`src/sv/ksm_pkg.sv`:
```
`default_nettype none
package ksm_pkg;

  localparam int unsigned PIN_COUNT = 12;
  localparam int unsigned STATUS_W  = 8;
  localparam int unsigned NOTE_W    = 7;
  localparam int unsigned VEL_W     = 7;
  localparam int unsigned CFG_W     = 7;
  localparam int unsigned IN_DATA_W  = 16;  // 12 key pins + exit pin, padded to bytes
  localparam int unsigned OUT_DATA_W = 24;  // status + note + velocity, padded to bytes

  localparam logic [STATUS_W-1:0] ST_NOTE_ON  = 8'h90;
  localparam logic [STATUS_W-1:0] ST_NOTE_OFF = 8'h80;
  localparam logic [STATUS_W-1:0] ST_EXIT     = 8'hFF;

  localparam logic [CFG_W-1:0] RESET_BASE_NOTE = 7'd60;
  localparam logic [CFG_W-1:0] RESET_VELOCITY  = 7'd127;

  // register indexes of the configuration port
  localparam logic CFG_BASE_NOTE = 1'b0;
  localparam logic CFG_PRESS_VEL = 1'b1;

  typedef struct packed {
    logic load;  // take a scan sample and update the pressed mask
    logic emit;  // send the next pending message into the output register
  } ksm_cmd_t;

  typedef struct packed {
    logic busy;      // messages of the current scan still pending
    logic out_free;  // output register can take a message this cycle
  } ksm_sts_t;

endpackage
`default_nettype wire

```
`src/sv/ksm_ctrl.sv`:
```
`default_nettype none
module ksm_ctrl
  import ksm_pkg::*;
(
  input  wire logic     clk_i,
  input  wire logic     rst_ni,
  input  wire logic     in_valid_i,
  output logic          in_ready_o,
  input  wire ksm_sts_t sts_i,
  output ksm_cmd_t      cmd_o
);

  localparam logic ST_IDLE = 1'b0;
  localparam logic ST_RUN  = 1'b1;

  logic state_q, state_d;

  always_comb begin
    state_d    = state_q;
    in_ready_o = 1'b0;
    cmd_o      = '0;
    case (state_q)
      ST_IDLE: begin
        in_ready_o = 1'b1;
        if (in_valid_i) begin
          cmd_o.load = 1'b1;
          state_d    = ST_RUN;
        end
      end
      ST_RUN: begin
        if (!sts_i.busy) begin
          state_d = ST_IDLE;
        end else if (sts_i.out_free) begin
          cmd_o.emit = 1'b1;
        end
      end
      default: state_d = ST_IDLE;
    endcase
  end

  always_ff @(posedge clk_i or negedge rst_ni) begin
    if (!rst_ni) begin
      state_q <= ST_IDLE;
    end else begin
      state_q <= state_d;
    end
  end

  // no scan work may be left over when a new sample can be taken
  a_idle_no_work: assert property (@(posedge clk_i) disable iff (!rst_ni)
    (state_q == ST_IDLE) |-> !sts_i.busy)
    else $error("ksm_ctrl: idle with pending messages");

  a_emit_in_run: assert property (@(posedge clk_i) disable iff (!rst_ni)
    cmd_o.emit |-> (state_q == ST_RUN))
    else $error("ksm_ctrl: emit outside run state");

endmodule
`default_nettype wire

```
`src/sv/ksm_dp.sv`:
```
`default_nettype none
module ksm_dp
  import ksm_pkg::*;
#(
  parameter int unsigned NUM_KEYS = 12
) (
  input  wire logic                  clk_i,
  input  wire logic                  rst_ni,
  input  wire logic                  cfg_we_i,
  input  wire logic                  cfg_index_i,
  input  wire logic [CFG_W-1:0]      cfg_data_i,
  input  wire logic [PIN_COUNT-1:0]  key_pins_i,
  input  wire logic                  exit_pin_i,
  input  wire ksm_cmd_t              cmd_i,
  output ksm_sts_t                   sts_o,
  output logic                       out_valid_o,
  input  wire logic                  out_ready_i,
  output logic [STATUS_W-1:0]        status_byte_o,
  output logic [NOTE_W-1:0]          note_number_o,
  output logic [VEL_W-1:0]           velocity_o,
  output logic                       last_of_scan_o
);

  localparam int unsigned ScanKeys = (NUM_KEYS < PIN_COUNT) ? NUM_KEYS : PIN_COUNT;
  localparam int unsigned KeyW     = (ScanKeys > 1) ? $clog2(ScanKeys) : 1;

  logic [CFG_W-1:0]    base_q, vel_q;
  logic [ScanKeys-1:0] mask_q, pend_q, pend_d;
  logic                exit_q, exit_d;
  logic [ScanKeys-1:0] now_keys, pend_rest;
  logic [KeyW-1:0]     sel;
  logic                out_valid_q;
  logic [STATUS_W-1:0] status_q, status_d;
  logic [NOTE_W-1:0]   note_q, note_d;
  logic [VEL_W-1:0]    vel_out_q, vel_out_d;
  logic                last_q, last_d;

  assign now_keys  = ~key_pins_i[ScanKeys-1:0];
  assign pend_rest = pend_q & (pend_q - ScanKeys'(1));  // drop lowest pending key

  // lowest pending key
  always_comb begin
    sel = '0;
    for (int i = ScanKeys - 1; i >= 0; i--) begin
      if (pend_q[i]) begin
        sel = KeyW'(i);
      end
    end
  end

  always_comb begin
    pend_d    = pend_q;
    exit_d    = exit_q;
    status_d  = ST_EXIT;
    note_d    = '0;
    vel_out_d = '0;
    last_d    = 1'b1;
    if (cmd_i.load) begin
      pend_d = now_keys ^ mask_q;
      exit_d = !exit_pin_i;
    end else if (pend_q != '0) begin
      note_d = base_q + NOTE_W'(sel);
      if (mask_q[sel]) begin
        status_d  = ST_NOTE_ON;
        vel_out_d = vel_q;
      end else begin
        status_d = ST_NOTE_OFF;
      end
      last_d = (pend_rest == '0) && !exit_q;
      if (cmd_i.emit) begin
        pend_d = pend_rest;
      end
    end else if (cmd_i.emit) begin
      exit_d = 1'b0;
    end
  end

  always_ff @(posedge clk_i or negedge rst_ni) begin
    if (!rst_ni) begin
      base_q      <= RESET_BASE_NOTE;
      vel_q       <= RESET_VELOCITY;
      mask_q      <= '0;
      pend_q      <= '0;
      exit_q      <= 1'b0;
      out_valid_q <= 1'b0;
    end else begin
      if (cfg_we_i) begin
        case (cfg_index_i)
          CFG_BASE_NOTE: base_q <= cfg_data_i;
          CFG_PRESS_VEL: vel_q  <= cfg_data_i;
          default: ;
        endcase
      end
      if (cmd_i.load) begin
        mask_q <= now_keys;
      end
      pend_q <= pend_d;
      exit_q <= exit_d;
      if (cmd_i.emit) begin
        out_valid_q <= 1'b1;
      end else if (out_ready_i) begin
        out_valid_q <= 1'b0;
      end
    end
  end

  always_ff @(posedge clk_i) begin
    if (cmd_i.emit) begin
      status_q  <= status_d;
      note_q    <= note_d;
      vel_out_q <= vel_out_d;
      last_q    <= last_d;
    end
  end

  assign sts_o.busy     = (pend_q != '0) || exit_q;
  assign sts_o.out_free = !out_valid_q || out_ready_i;

  assign out_valid_o    = out_valid_q;
  assign status_byte_o  = status_q;
  assign note_number_o  = note_q;
  assign velocity_o     = vel_out_q;
  assign last_of_scan_o = last_q;

  a_emit_has_room: assert property (@(posedge clk_i) disable iff (!rst_ni)
    cmd_i.emit |-> (sts_o.out_free && sts_o.busy))
    else $error("ksm_dp: emit without room or without work");

  a_last_ends_scan: assert property (@(posedge clk_i) disable iff (!rst_ni)
    (cmd_i.emit && last_d) |=> !sts_o.busy)
    else $error("ksm_dp: work left after last message");

  a_no_load_while_busy: assert property (@(posedge clk_i) disable iff (!rst_ni)
    cmd_i.load |-> !sts_o.busy)
    else $error("ksm_dp: new scan loaded over pending messages");

endmodule
`default_nettype wire

```
`src/sv/key_scan_to_midi_note_events_core.sv`:
```
// The first message of a scan goes into the output register once the sample has been
// registered as pending keys. A scan causes N messages (at most 13), sent by the
// message sequencer at one message per cycle; a stalled output holds the sequencer.
// A scan with no changes and no exit request sends no message. A new sample is taken only when idle.
// Reset (rst_ni low, asynchronous): pressed mask cleared, base note 60, velocity 127.
`default_nettype none
module key_scan_to_midi_note_events_core
  import ksm_pkg::*;
#(
  parameter int unsigned NUM_KEYS = 12
) (
  input  wire logic                  clk_i,
  input  wire logic                  rst_ni,
  input  wire logic                  cfg_we_i,
  input  wire logic                  cfg_index_i,
  input  wire logic [CFG_W-1:0]      cfg_data_i,
  input  wire logic                  s_axis_tvalid,
  output logic                       s_axis_tready,
  input  wire logic [IN_DATA_W-1:0]  s_axis_tdata,   // key_pins[11:0], exit_pin[12]
  output logic                       m_axis_tvalid,
  input  wire logic                  m_axis_tready,
  output logic [OUT_DATA_W-1:0]      m_axis_tdata,   // status_byte[7:0], note_number[14:8],
                                                     // velocity[21:15]
  output logic                       m_axis_tlast    // last_of_scan
);

  ksm_cmd_t            cmd;
  ksm_sts_t            sts;
  logic [STATUS_W-1:0] status_byte;
  logic [NOTE_W-1:0]   note_number;
  logic [VEL_W-1:0]    velocity;

  ksm_ctrl u_ctrl (
    .clk_i      (clk_i),
    .rst_ni     (rst_ni),
    .in_valid_i (s_axis_tvalid),
    .in_ready_o (s_axis_tready),
    .sts_i      (sts),
    .cmd_o      (cmd)
  );

  ksm_dp #(
    .NUM_KEYS (NUM_KEYS)
  ) u_dp (
    .clk_i          (clk_i),
    .rst_ni         (rst_ni),
    .cfg_we_i       (cfg_we_i),
    .cfg_index_i    (cfg_index_i),
    .cfg_data_i     (cfg_data_i),
    .key_pins_i     (s_axis_tdata[PIN_COUNT-1:0]),
    .exit_pin_i     (s_axis_tdata[PIN_COUNT]),
    .cmd_i          (cmd),
    .sts_o          (sts),
    .out_valid_o    (m_axis_tvalid),
    .out_ready_i    (m_axis_tready),
    .status_byte_o  (status_byte),
    .note_number_o  (note_number),
    .velocity_o     (velocity),
    .last_of_scan_o (m_axis_tlast)
  );

  assign m_axis_tdata = {2'b00, velocity, note_number, status_byte};

endmodule
`default_nettype wire
```
`config.mk`:
```
export PLATFORM = sky130hd
export DESIGN_NAME = key_scan_to_midi_note_events_core
export DESIGN_NICKNAME = d
export VERILOG_FILES = /design/src/sv/ksm_pkg.sv /design/src/sv/ksm_ctrl.sv /design/src/sv/ksm_dp.sv /design/src/sv/key_scan_to_midi_note_events_core.sv
export SDC_FILE = /design/constraint.sdc
export NUM_CORES = 1
export LEC_CHECK = 0
export BUFFER_PORTS_ARGS = -buffer_cell sky130_fd_sc_hd__buf_2
export CAP_MARGIN = 5
export CORE_UTILIZATION = 60
export CTS_CLUSTER_DIAMETER = 100
export DETAILED_ROUTE_END_ITERATION = 10
export PLACE_DENSITY = 0.86
export SLEW_MARGIN = 15
export SYNTH_ARGS = -nofsm -noshare
export SYNTH_HDL_FRONTEND = slang
export SYNTH_SLANG_ARGS = --single-unit
```
`constraint.sdc`:
```
create_clock -name clk_i -period 4.2 [get_ports clk_i]
set_input_delay 0.84 -clock clk_i [delete_from_list [all_inputs] [get_ports clk_i]]
set_output_delay 0.84 -clock clk_i [all_outputs]
set_load 0.05 [all_outputs]
```
=== After elaboration in Yosys (flattened, before gate mapping) ===
Cells that the tools add are included.

* Flip-flop bits (word level): 64
* Input port bits: 29
* Output and inout port bits: 27
* Logic and storage cells: 70

* Add/subtract/negate cells: 2
* Order comparisons: 1
* Eq/ne operators: 1
* Multiplexer cells: 31
* Bitwise operators: 7
* Reductions and logical operators: 17

{| class="wikitable"
|+ Operators by type and width
! cell !! number
|-
| 4-bit 2-to-1 mux || 12
|-
| 12-bit 2-to-1 mux || 3
|-
| 1-bit 2-to-1 mux || 13
|-
| 12-bit bitwise AND || 1
|-
| 12-bit logical NOT || 1
|-
| 12-bit inverter || 1
|-
| 12-bit nonzero test || 1
|-
| 12-bit by 1-bit subtractor with 12-bit output, second input constant || 1
|-
| 12-bit XOR || 1
|-
| 2-bit AND reduction || 4
|-
| 7-bit by 4-bit adder with 7-bit output || 1
|-
| 2-bit nonzero test || 3
|-
| 4-bit by 5-bit less-than comparator with 1-bit output, second input constant || 1
|-
| 5-bit 2-to-1 mux || 1
|-
| 1-bit binary-select mux with 4-bit select || 1
|-
| 1-bit inverter || 4
|-
| 1-bit logical NOT || 3
|-
| 3-bit OR reduction || 1
|-
| 1-bit logical OR || 2
|-
| 2-bit inequality test, second input constant || 1
|-
| 1-bit one-hot mux with 2 select lines || 1
|-
| 2-bit OR reduction || 1
|-
| 1-bit logical AND || 1
|}

=== Longest topological paths before layout ===
Gate-level depths: netlist of run 1.

* Depth in word-level cells: 16
* Mapped depth: 12
* Gate-level depth less buffers: 12

=== Hierarchy ===
A second synthesis of run 1 with hierarchy kept.

* Cells, all modules: 289
* Area, all modules: 3062.9 sq um

{| class="wikitable"
|+ By module, submodules not included
! module !! times used !! cells each !! area each (sq um) !! sequential area each (sq um)
|-
| ksm_dp || 1 || 281 || 2984.1 || 1525.2
|-
| ksm_ctrl || 1 || 5 || 60.1 || 25.0
|-
| key_scan_to_midi_note_events_core || 1 || 3 || 18.8 || 0.0
|}

=== Worst setup path before layout of run 1 ===
OpenSTA, ideal clock, no wires.

* Path type: reg-to-reg
* From: register u_dp.pend_q[8]
* To: register u_dp.note_q[6], in the netlist u_dp.note_number_o[6] (data pin)
* Setup time: 0.257 ns
* Data arrival time: 2.308 ns
* Required time: 3.943 ns
* Slack: 1.635 ns
* Stages on the path, launching flop included: 13
* Buffers on the path: 1
* Clock period less this slack: 2.565 ns
* Cell sequence: dfrtp_1 -> clkbuf_1 -> a221oi_1 -> o31a_1 -> nor2_1 -> nor2_1 -> ha_1 -> fa_1 -> a21o_1 -> a21oi_1 -> nor2_1 -> xnor2_1 -> nor2_1

* Longest elaborated chain between the ends: 10
* Elaborated cells on any way between the ends: 13
* Those cells by class: add/sub: 1; mux: 9; bitwise: 1; reduce/logical: 2

{| class="wikitable"
|+ Ends and longest elaborated chain
! what !! RTL line !! RTL
|-
| start, declared || ksm_dp.sv:28 || <nowiki>logic [ScanKeys-1:0] mask_q, pend_q, pend_d;</nowiki>
|-
| start signal, assigned || ksm_dp.sv:97 || <nowiki>pend_q <= pend_d;</nowiki>
|-
| 4-bit 2-to-1 mux (9 in a row) || ksm_dp.sv:45 || <nowiki>if (pend_q[i]) begin</nowiki>
|-
| 7-bit by 4-bit adder with 7-bit output || ksm_dp.sv:62 || <nowiki>note_d = base_q + NOTE_W'(sel);</nowiki>
|-
| end signal, assigned || ksm_dp.sv:110 || <nowiki>note_q <= note_d;</nowiki>
|-
| end, declared || ksm_dp.sv:34 || <nowiki>logic [NOTE_W-1:0] note_q, note_d;</nowiki>
|}

Several ways; a longest one is shown, not always the timed one.
A chain may end at the register's enable or synchronous reset.

=== Worst setup path in the final report of run 1 ===
* From: register u_dp.pend_q[10]
* To: register u_dp.note_q[6], in the netlist u_dp.note_number_o[6] (data pin)

* Longest elaborated chain between the ends: 12
* Elaborated cells on any way between the ends: 15
* Those cells by class: add/sub: 1; mux: 11; bitwise: 1; reduce/logical: 2

{| class="wikitable"
|+ Ends and longest elaborated chain
! what !! RTL line
|-
| 4-bit 2-to-1 mux (11 in a row) || ksm_dp.sv:45
|-
| 7-bit by 4-bit adder with 7-bit output || ksm_dp.sv:62
|}

Several ways; a longest one is shown, not always the timed one.

==> results of run 1 <==
==> metal layers <==
layer  global-route usage [%]  up-vias  wire length [microns]
met3                     5.11       16                    308
li1                         -     1071                      -
met1                     33.1     1058                   2670
met5                        0        -                      0
met2                     37.6       83                   2850
met4                     13.1        0                    134
==> flip-flops by register name, summed over array words and instances (netlist names), 2 cells and up <==
signal,flops
u_dp.mask_q,12
u_dp.status_byte_o,2
u_dp.base_q,7
u_dp.vel_q,7
u_dp.note_number_o,7
u_dp.pend_q,12
u_dp.velocity_o,7
==> metrics by stage <==
stage	setup slack (ns)	hold slack (ns)
4_1_cts	1.41	0.527
3_3_place_gp	1.49	0.503
6_report	1.38	0.522
2_1_floorplan	1.64	0.485
3_5_place_dp	1.44	0.514
5_1_grt	1.16	0.556
==> final cells by class <==
type                       count  area [sq um]
fill                         355          1340
tap                           67          83.8
inverter                      13          48.8
timing repair buffer          49           245
multi-input combinational    190          1280
clock buffer                  10           128
clock inverter                 6          81.3
sequential                    58          1550
==> worst min-delay path by stage <==
stage | from | endpoint | slack, ns | cells past startpoint
floorplan | u_dp.mask_q[7] | u_dp.mask_q[7] | 0.48 | 2
global placement | u_dp.base_q[0] | u_dp.base_q[0] | 0.50 | 1
detailed placement | u_dp.base_q[0] | u_dp.base_q[0] | 0.51 | 1
CTS | u_dp.base_q[0] | u_dp.base_q[0] | 0.53 | 1
global route | u_dp.base_q[0] | u_dp.base_q[0] | 0.56 | 1
finish | u_dp.base_q[0] | u_dp.base_q[0] | 0.52 | 1
==> cell families after synthesis <==
| family | after synthesis |
|---|---|
| AO/OA/AOI/OAI | 70 |
| XOR/XNOR | 16 |
| adder cells (fa/ha/maj) | 7 |
| buffers and inverters | 34 |
| flip-flops | 58 |
| multiplexers | 16 |
| other | 2 |
| AND/OR/NAND/NOR | 78 |
==> worst max-delay path: stages, from the launching register on <==
cell and delay [ns]:
dfrtp_1 0.48, nand2b_1 0.15, a221oi_1 0.08, o31a_1 0.34
nor2_1 0.15, nor2_1 0.07, ha_1 0.25, fa_1 0.41
a21o_1 0.17, a21oi_1 0.21, nor2_1 0.09, xnor2_1 0.14
nor2_1 0.05
==> cell usage after synthesis, drive strengths merged, types with 4 or more instances <==
library cell,instances
inv,13
edfxtp,17
nand2,20
o22ai,8
buf,12
clkbuf,9
o21ai,30
xor2,14
ha,4
dfrtp,30
nor2,19
nor4,7
a21oi,16
mux2,16
nand2b,5
nor3,5
dfstp,11
and3,7
==> results.ini, run 1 <==
[outcome]
status = complete, no violations

[place]
place_inst = 377
gp_congestion = 0.845
hpwl_mm = 4.06
dpl_cell_area_sq_mm = 0.00321
io_buffers = 49

[global_routing]
grt_usage_pct = 24.6
grt_max_degree = 42
grt_pass1_wl_mm = 9.46
grt_pass1_vias = 1980
antenna_found_initial = 0
globalRouteOverflowTotal = 0

[route]
ant_nets = 0
routedWlPerCell_microns = 15.2
first_iter_violations = 177
drt-total-wl_mm = 5.96
first_pass_iters = 4
drcViolationCount = 0
via_per_inst = 5.67
vias = 2228

[critical_path]
worstSetupEndpoint = u_dp.note_number_o[6]
r2r_slack_ns = 1.38
reg2regPathDepth = 12
cp-start-kind = flop
timing.rr.start = u_dp.pend_q[10]
cp_data_required_time_ns = 4.30
critPathLaunch = u_dp.pend_q[10]
critical_path_class = reg -> reg
end_kind = flop
rr_endpoint = u_dp.note_number_o[6]
cp_max_fo = 8
arrival_ns = 2.92

[logic_synthesis]
synth-compound-area-share_pct = 14.4
yosys.area_share.simple_pct = 14.2
synthAdderAreaFrac_pct = 3.00
yosysTopAreaCellShare_pct = 25.0
ys_ff_latch = 58
synth_xor_area_share_pct = 4.67
synth-async-reset-ratio_pct = 70.7
yosysSeqAreaShare_pct = 51.7
yosysTopAreaCell = dfrtp_1
synthesis.area_sq_mm = 0.00300
ys_warn_count = 0
synthMuxAreaShare_pct = 6.01
ys_types = 47
synth_top_family_by_area = compound AO/OA/AOI/OAI gates
synthTopCellsByArea = dfrtp_1, edfxtp_1, dfstp_2, mux2_2, o21ai_0
avgSynthCellArea_sq_um = 10.7
syn_inst = 281
synth_flop_cell = dfrtp_1
synth-edff-count = 17

[cts]
cts_tree = yes
path_clk_slew_ns = 0.07
cts-root-buf = clkbuf_8
cts_max_path_buffers = 2
cts_setup_buffers = 0
clkSinkCount = 58
clk_latency_ns = 0.34
holdBufCountCts = 0
cts_buffers = 9
h-tree-depth = 3
post_cts_resized = 0

[final_layout]
fin_util_pct = 71.9
final_cell_mix = buf_2, o21ai_0, dfrtp_1, nand2_1, nor2_1
fin_nets = 355
design_area_sq_mm = 0.00342
final_common_cell = buf_2
num_antenna_cells = 0
fin_cells = 393
area_growth_syn_to_layout_pct = 13.9
final_layout_size_suffix_gt1_share_pct = 30.7

[min_path]
hp-class = reg -> reg

[sta]
slew_headroom_pct = 39.5
setup_viol = 0
clock-skew-final_ns = 0.0109
finalCritPeriodShare_pct = 67.2
report.final.slew_viol_count = 0
fmax_mhz = 354
fin_crit_ns = 2.82
rsz0062_at_grt = no
setup_tns_ns = 0
hold_viol_final = 0
worstMarginPinSlew_ns = 0.906

[floorplan]
die_w_microns = 72.7
coreArea_sq_mm = 0.00475
rows = 25
die_y_microns = 72.7
die_area_sq_mm = 0.00529
ioPinCount = 56
start_util_pct = 63.1

[job]
cap_violations = 0

Power of run 1 is left out: the tool's default activity adds up to more than one toggle a clock period on the data nets, which glitch-free logic cannot reach.
==> run 2, diff against run 1 <==
--- a/config.mk
+++ b/config.mk
@@ -7,10 +7,10 @@
 export LEC_CHECK = 0
 export BUFFER_PORTS_ARGS = -buffer_cell sky130_fd_sc_hd__buf_2
 export CAP_MARGIN = 5
-export CORE_UTILIZATION = 60
+export CORE_UTILIZATION = 50
 export CTS_CLUSTER_DIAMETER = 100
 export DETAILED_ROUTE_END_ITERATION = 10
-export PLACE_DENSITY = 0.86
+export PLACE_DENSITY = 0.77
 export SLEW_MARGIN = 15
 export SYNTH_ARGS = -nofsm -noshare
 export SYNTH_HDL_FRONTEND = slang
==> constraint.sdc (replaced) <==
create_clock -name clk_i -period 2.35 [get_ports clk_i]
set_input_delay 0.47 -clock clk_i [delete_from_list [all_inputs] [get_ports clk_i]]
set_output_delay 0.47 -clock clk_i [all_outputs]
set_load 0.05 [all_outputs]
==> run 2 against run 1 <==
  * The flow now finishes with violations (setup timing)
  * Non-clock buffer count up 49
  * Clock-buffer cell count rose by 2
  * Register-to-register slack got worse by 1.5 ns
  * Clock skew down 0.0016 ns
  * Critical endpoint unchanged
==> results.ini, run 2 (synthesis gave the netlist of run 1 again) <==
[critical_path]
end_kind = flop
arrival_ns = 2.55
cp-start-kind = flop
critical_path_class = reg -> reg
cp_max_fo = 4
cp_data_required_time_ns = 2.45

[sta]
clock-skew-final_ns = 0.00934
slew_headroom_pct = 48.6
fmax_mhz = 407
hold_viol_final = 0
setup_viol = 4
rsz0062_at_grt = yes
fin_ws_ns = -0.105
report.final.slew_viol_count = 0
finalCritPeriodShare_pct = 104
worstMarginPinSlew_ns = 0.771
fin_crit_ns = 2.45

[cts]
cts_tree = yes
clkSinkCount = 58
h-tree-depth = 3
clk_latency_ns = 0.34
path_clk_slew_ns = 0.07
cts_buffers = 9
cts-root-buf = clkbuf_8
cts_max_path_buffers = 2

[final_layout]
fin_cells = 447
final_cell_mix = buf_2, buf_4, o21ai_0, dfrtp_1, nand2_1
fin_nets = 404
final_layout_size_suffix_gt1_share_pct = 49.3
num_antenna_cells = 0
final_common_cell = buf_2
top_regs = u_dp.mask_q: 12 flops, u_dp.pend_q: 12 flops
area_growth_syn_to_layout_pct = 33.2

[floorplan]
coreArea_sq_mm = 0.00564
rows = 27
die_y_microns = 79.5
die_area_sq_mm = 0.00631
start_util_pct = 53.2
die_w_microns = 79.5
ioPinCount = 56

[route]
first_pass_iters = 4
ant_nets = 0
first_iter_violations = 94
drt-total-wl_mm = 6.78
routedWlPerCell_microns = 15.2
vias = 2420
drcViolationCount = 0
via_per_inst = 5.41

[place]
hpwl_mm = 4.52
place_ws_ns = -0.183
place_inst = 424
io_buffers = 49
gp_congestion = 0.864

[global_routing]
grt_max_degree = 40
grt_pass1_vias = 2374
grt_pass1_wl_mm = 10.8
grt_usage_pct = 23.0
antenna_found_initial = 0
globalRouteOverflowTotal = 0

[outcome]
failed_checks = setup timing
status = complete, but fails checks

[job]
cap_violations = 0

[min_path]
hp-class = in -> async

run 2: worst paths after layout:
path                             startpoint               endpoint  slack, ns  depth (start not counted)
min                                  rst_ni         u_dp.mask_q[4]       0.21                          1
max                          u_dp.pend_q[7]  u_dp.note_number_o[6]      -0.10                         12
max reg2reg                  u_dp.pend_q[7]  u_dp.note_number_o[6]      -0.10                         12
min in group clk_i         s_axis_tdata[11]        u_dp.mask_q[11]       0.33                          2
min reg2reg                  u_dp.mask_q[7]         u_dp.mask_q[7]       0.53                          2
max in group asynchronous            rst_ni          u_dp.vel_q[1]       1.46                          2
run 2: critical path, stage by stage (launching register included):
cell,delay [ns]
dfrtp_2,0.45
nor2_2,0.11
a221oi_2,0.07
o31a_1,0.27
nor2_2,0.11
nor2_1,0.06
ha_2,0.18
fa_2,0.34
a21o_1,0.18
a21oi_2,0.20
nor2_2,0.07
xnor2_1,0.13
nor2_1,0.05
run 2: area by class of cell:
class / count / area [sq um]
repair buffers: 98 / 632
clock buffers: 12 / 188
multi-input cells: 190 / 1450
clock inverters: 4 / 30.0
inverters: 13 / 48.8
flip-flops and latches: 58 / 1560
fillers: 381 / 1650
well taps: 72 / 90.1
run 2: through the flow:
step	util (%)	hold slack [ns]	instance area (sq um)	TNS, ns
2_1_floorplan	-	0.174	3010	-0.174
3_3_place_gp	62.7	0.505	3540	-0.409
3_5_place_dp	62.7	0.522	3540	-0.835
4_1_cts	67.7	0.222	3820	-0.587
5_1_grt	70.8	0.261	3990	-1.33
6_report	70.8	0.206	3990	-0.261
run 2: layer usage:
metal	global-route usage (%)	routed length [microns]	up-vias
li1	-	-	1170
met1	30.2	3060	1165
met2	35.6	3320	68
met3	4.00	219	17
met4	13.6	175	0
met5	0	0	-
run 2: repair_timing:
action,4_1_cts,5_1_grt
setup endpoints to repair,11,14
pin swaps,10,11
hold buffers,0,0
setup buffers,5,3
resized for setup,5,37
Power of run 2 is left out for the same reason.
==> run 3, diff against run 2 <==
--- a/config.mk
+++ b/config.mk
@@ -7,10 +7,12 @@
 export LEC_CHECK = 0
 export BUFFER_PORTS_ARGS = -buffer_cell sky130_fd_sc_hd__buf_2
 export CAP_MARGIN = 5
-export CORE_UTILIZATION = 50
+export CELL_PAD_IN_SITES_DETAIL_PLACEMENT = 0
+export CELL_PAD_IN_SITES_GLOBAL_PLACEMENT = 1
+export CORE_UTILIZATION = 43
 export CTS_CLUSTER_DIAMETER = 100
 export DETAILED_ROUTE_END_ITERATION = 10
-export PLACE_DENSITY = 0.77
+export PLACE_DENSITY = 0.8
 export SLEW_MARGIN = 15
 export SYNTH_ARGS = -nofsm -noshare
 export SYNTH_HDL_FRONTEND = slang
==> constraint.sdc (replaced) <==
create_clock -name clk_i -period 2.8 [get_ports clk_i]
set_input_delay 0.56 -clock clk_i [delete_from_list [all_inputs] [get_ports clk_i]]
set_output_delay 0.56 -clock clk_i [all_outputs]
set_load 0.05 [all_outputs]
==> run 3 against run 2 <==
  * The flow finishes with violations (DRC)
  * Critical endpoint is now u_dp.note_number_o[5]
  * Flip-flop and latch count unchanged
  * Worst hold slack better by 0.15 ns
  * Non-clock buffer count down 37
  * Cell count down 6.5%
==> results.ini, run 3 (synthesis gave the netlist of run 1 again) <==
[final_layout]
final_common_cell = buf_2
fillCellCount = 616
fin_nets = 367
final_cell_mix = buf_2, o21ai_0, dfrtp_1, nand2_1, nor2_1
top_regs = u_dp.mask_q: 12 flops, u_dp.pend_q: 12 flops
seq_area_sq_mm = 0.00155
multi_input_area_sq_mm = 0.00129
num_antenna_cells = 0
area_growth_syn_to_layout_pct = 18.4
final_layout_size_suffix_gt1_share_pct = 34.9

[cts]
cts_tree = yes
cts-root-buf = clkbuf_8
holdBufCountCts = 0
clkSinkCount = 58
cts_max_path_buffers = 2
clk_latency_ns = 0.34
h-tree-depth = 3
path_clk_slew_ns = 0.07
cts_setup_buffers = 0
cts_buffers = 9

[global_routing]
grt_usage_pct = 18.3
grt_pass1_vias = 2086
grt_max_degree = 42
grt_pass1_wl_mm = 10.2
globalRouteOverflowTotal = 0
antenna_found_initial = 0

[place]
io_buffers = 49
hpwl_mm = 4.29
gp_congestion = 0.845

[floorplan]
ioPinCount = 56
rows = 30
die_area_sq_mm = 0.00731
die_y_microns = 85.5
coreArea_sq_mm = 0.00676
die_w_microns = 85.5
start_util_pct = 44.4

[sta]
setup_viol = 0
rsz0062_at_grt = no
finalCritPeriodShare_pct = 92.7
report.final.slew_viol_count = 0
fmax_mhz = 385
worstMarginPinSlew_ns = 0.933
hold_viol_final = 0
fin_crit_ns = 2.59
slew_headroom_pct = 37.8
clock-skew-final_ns = 0.00869
setup_tns_ns = 0

[critical_path]
arrival_ns = 2.69
cp_max_fo = 6
end_kind = flop
cp-start-kind = flop
critical_path_class = reg -> reg
cp_data_required_time_ns = 2.89

[min_path]
hp-class = in -> async

[route]
routedWlPerCell_microns = 14.4
via_per_inst = 5.19
vias = 2169
drcViolationCount = 1
ant_nets = 0
first_iter_violations = 108
first_pass_iters = 7
drt-total-wl_mm = 6.01

[outcome]
failed_checks = DRC
status = complete, but fails checks

[job]
cap_violations = 0

run 3: layer usage:
layer | track usage [%] | vias up | share of wire, %
met4 | 9.39 | 0 | 1.8
met1 | 26.4 | 1013 | 51
li1 | - | 1099 | -
met2 | 26.3 | 46 | 44
met3 | 3.75 | 11 | 3.4
met5 | 0 | - | 0
run 3: layout make-up:
type                       count  share of cell area, %
multi-input combinational    190                   36.4
timing repair buffer          61                   9.45
inverter                      13                   1.37
clock inverter                 6                   2.01
clock buffer                  10                   4.19
tap                           80                   2.82
sequential                    58                   43.7
run 3: through the flow:
stage / std cells / util [%] / instance area (sq um) / hold WS (ns) / worst slack (ns)
floorplan: 282 / - / 3000 / 0.264 / 0.235
global placement: 402 / 49.0 / 3310 / 0.502 / 0.158
detailed placement: 402 / 49.0 / 3310 / 0.524 / 0.155
CTS: 418 / 52.3 / 3530 / 0.385 / 0.142
global route: 418 / 52.5 / 3550 / 0.421 / 0.00531
finish: 418 / 52.5 / 3550 / 0.361 / 0.206
run 3: critical path: stages (launching register included):
cell and delay (ns):
dfrtp_1 0.47, nor2_1 0.23, o31ai_2 0.10, or2_2 0.33, inv_1 0.15, ha_1 0.25, a21o_1 0.15, a21oi_1 0.17
nor2b_1 0.08, o21ai_0 0.19, xor2_1 0.17, nor2_1 0.05
run 3: what timing repair did:
action / 4_1_cts / 5_1_grt
resized for setup: 0 / 5
endpoints found under the hold margin: 0 / 0
endpoints found under the setup margin: 0 / 3
run 3: path summary, 6_finish.rpt:
check                                         to  slack [ns]        startpoint  cells past startpoint
max reg2reg                u_dp.note_number_o[5]        0.21    u_dp.pend_q[5]                     11
min reg2reg                       u_dp.mask_q[7]        0.53    u_dp.mask_q[7]                      2
min                               u_dp.pend_q[6]        0.36            rst_ni                      1
max                        u_dp.note_number_o[5]        0.21    u_dp.pend_q[5]                     11
min in group clk_i               u_dp.mask_q[11]        0.41  s_axis_tdata[11]                      2
max in group asynchronous        u_dp.pend_q[11]        1.81            rst_ni                      1
Power of run 3 is left out for the same reason.
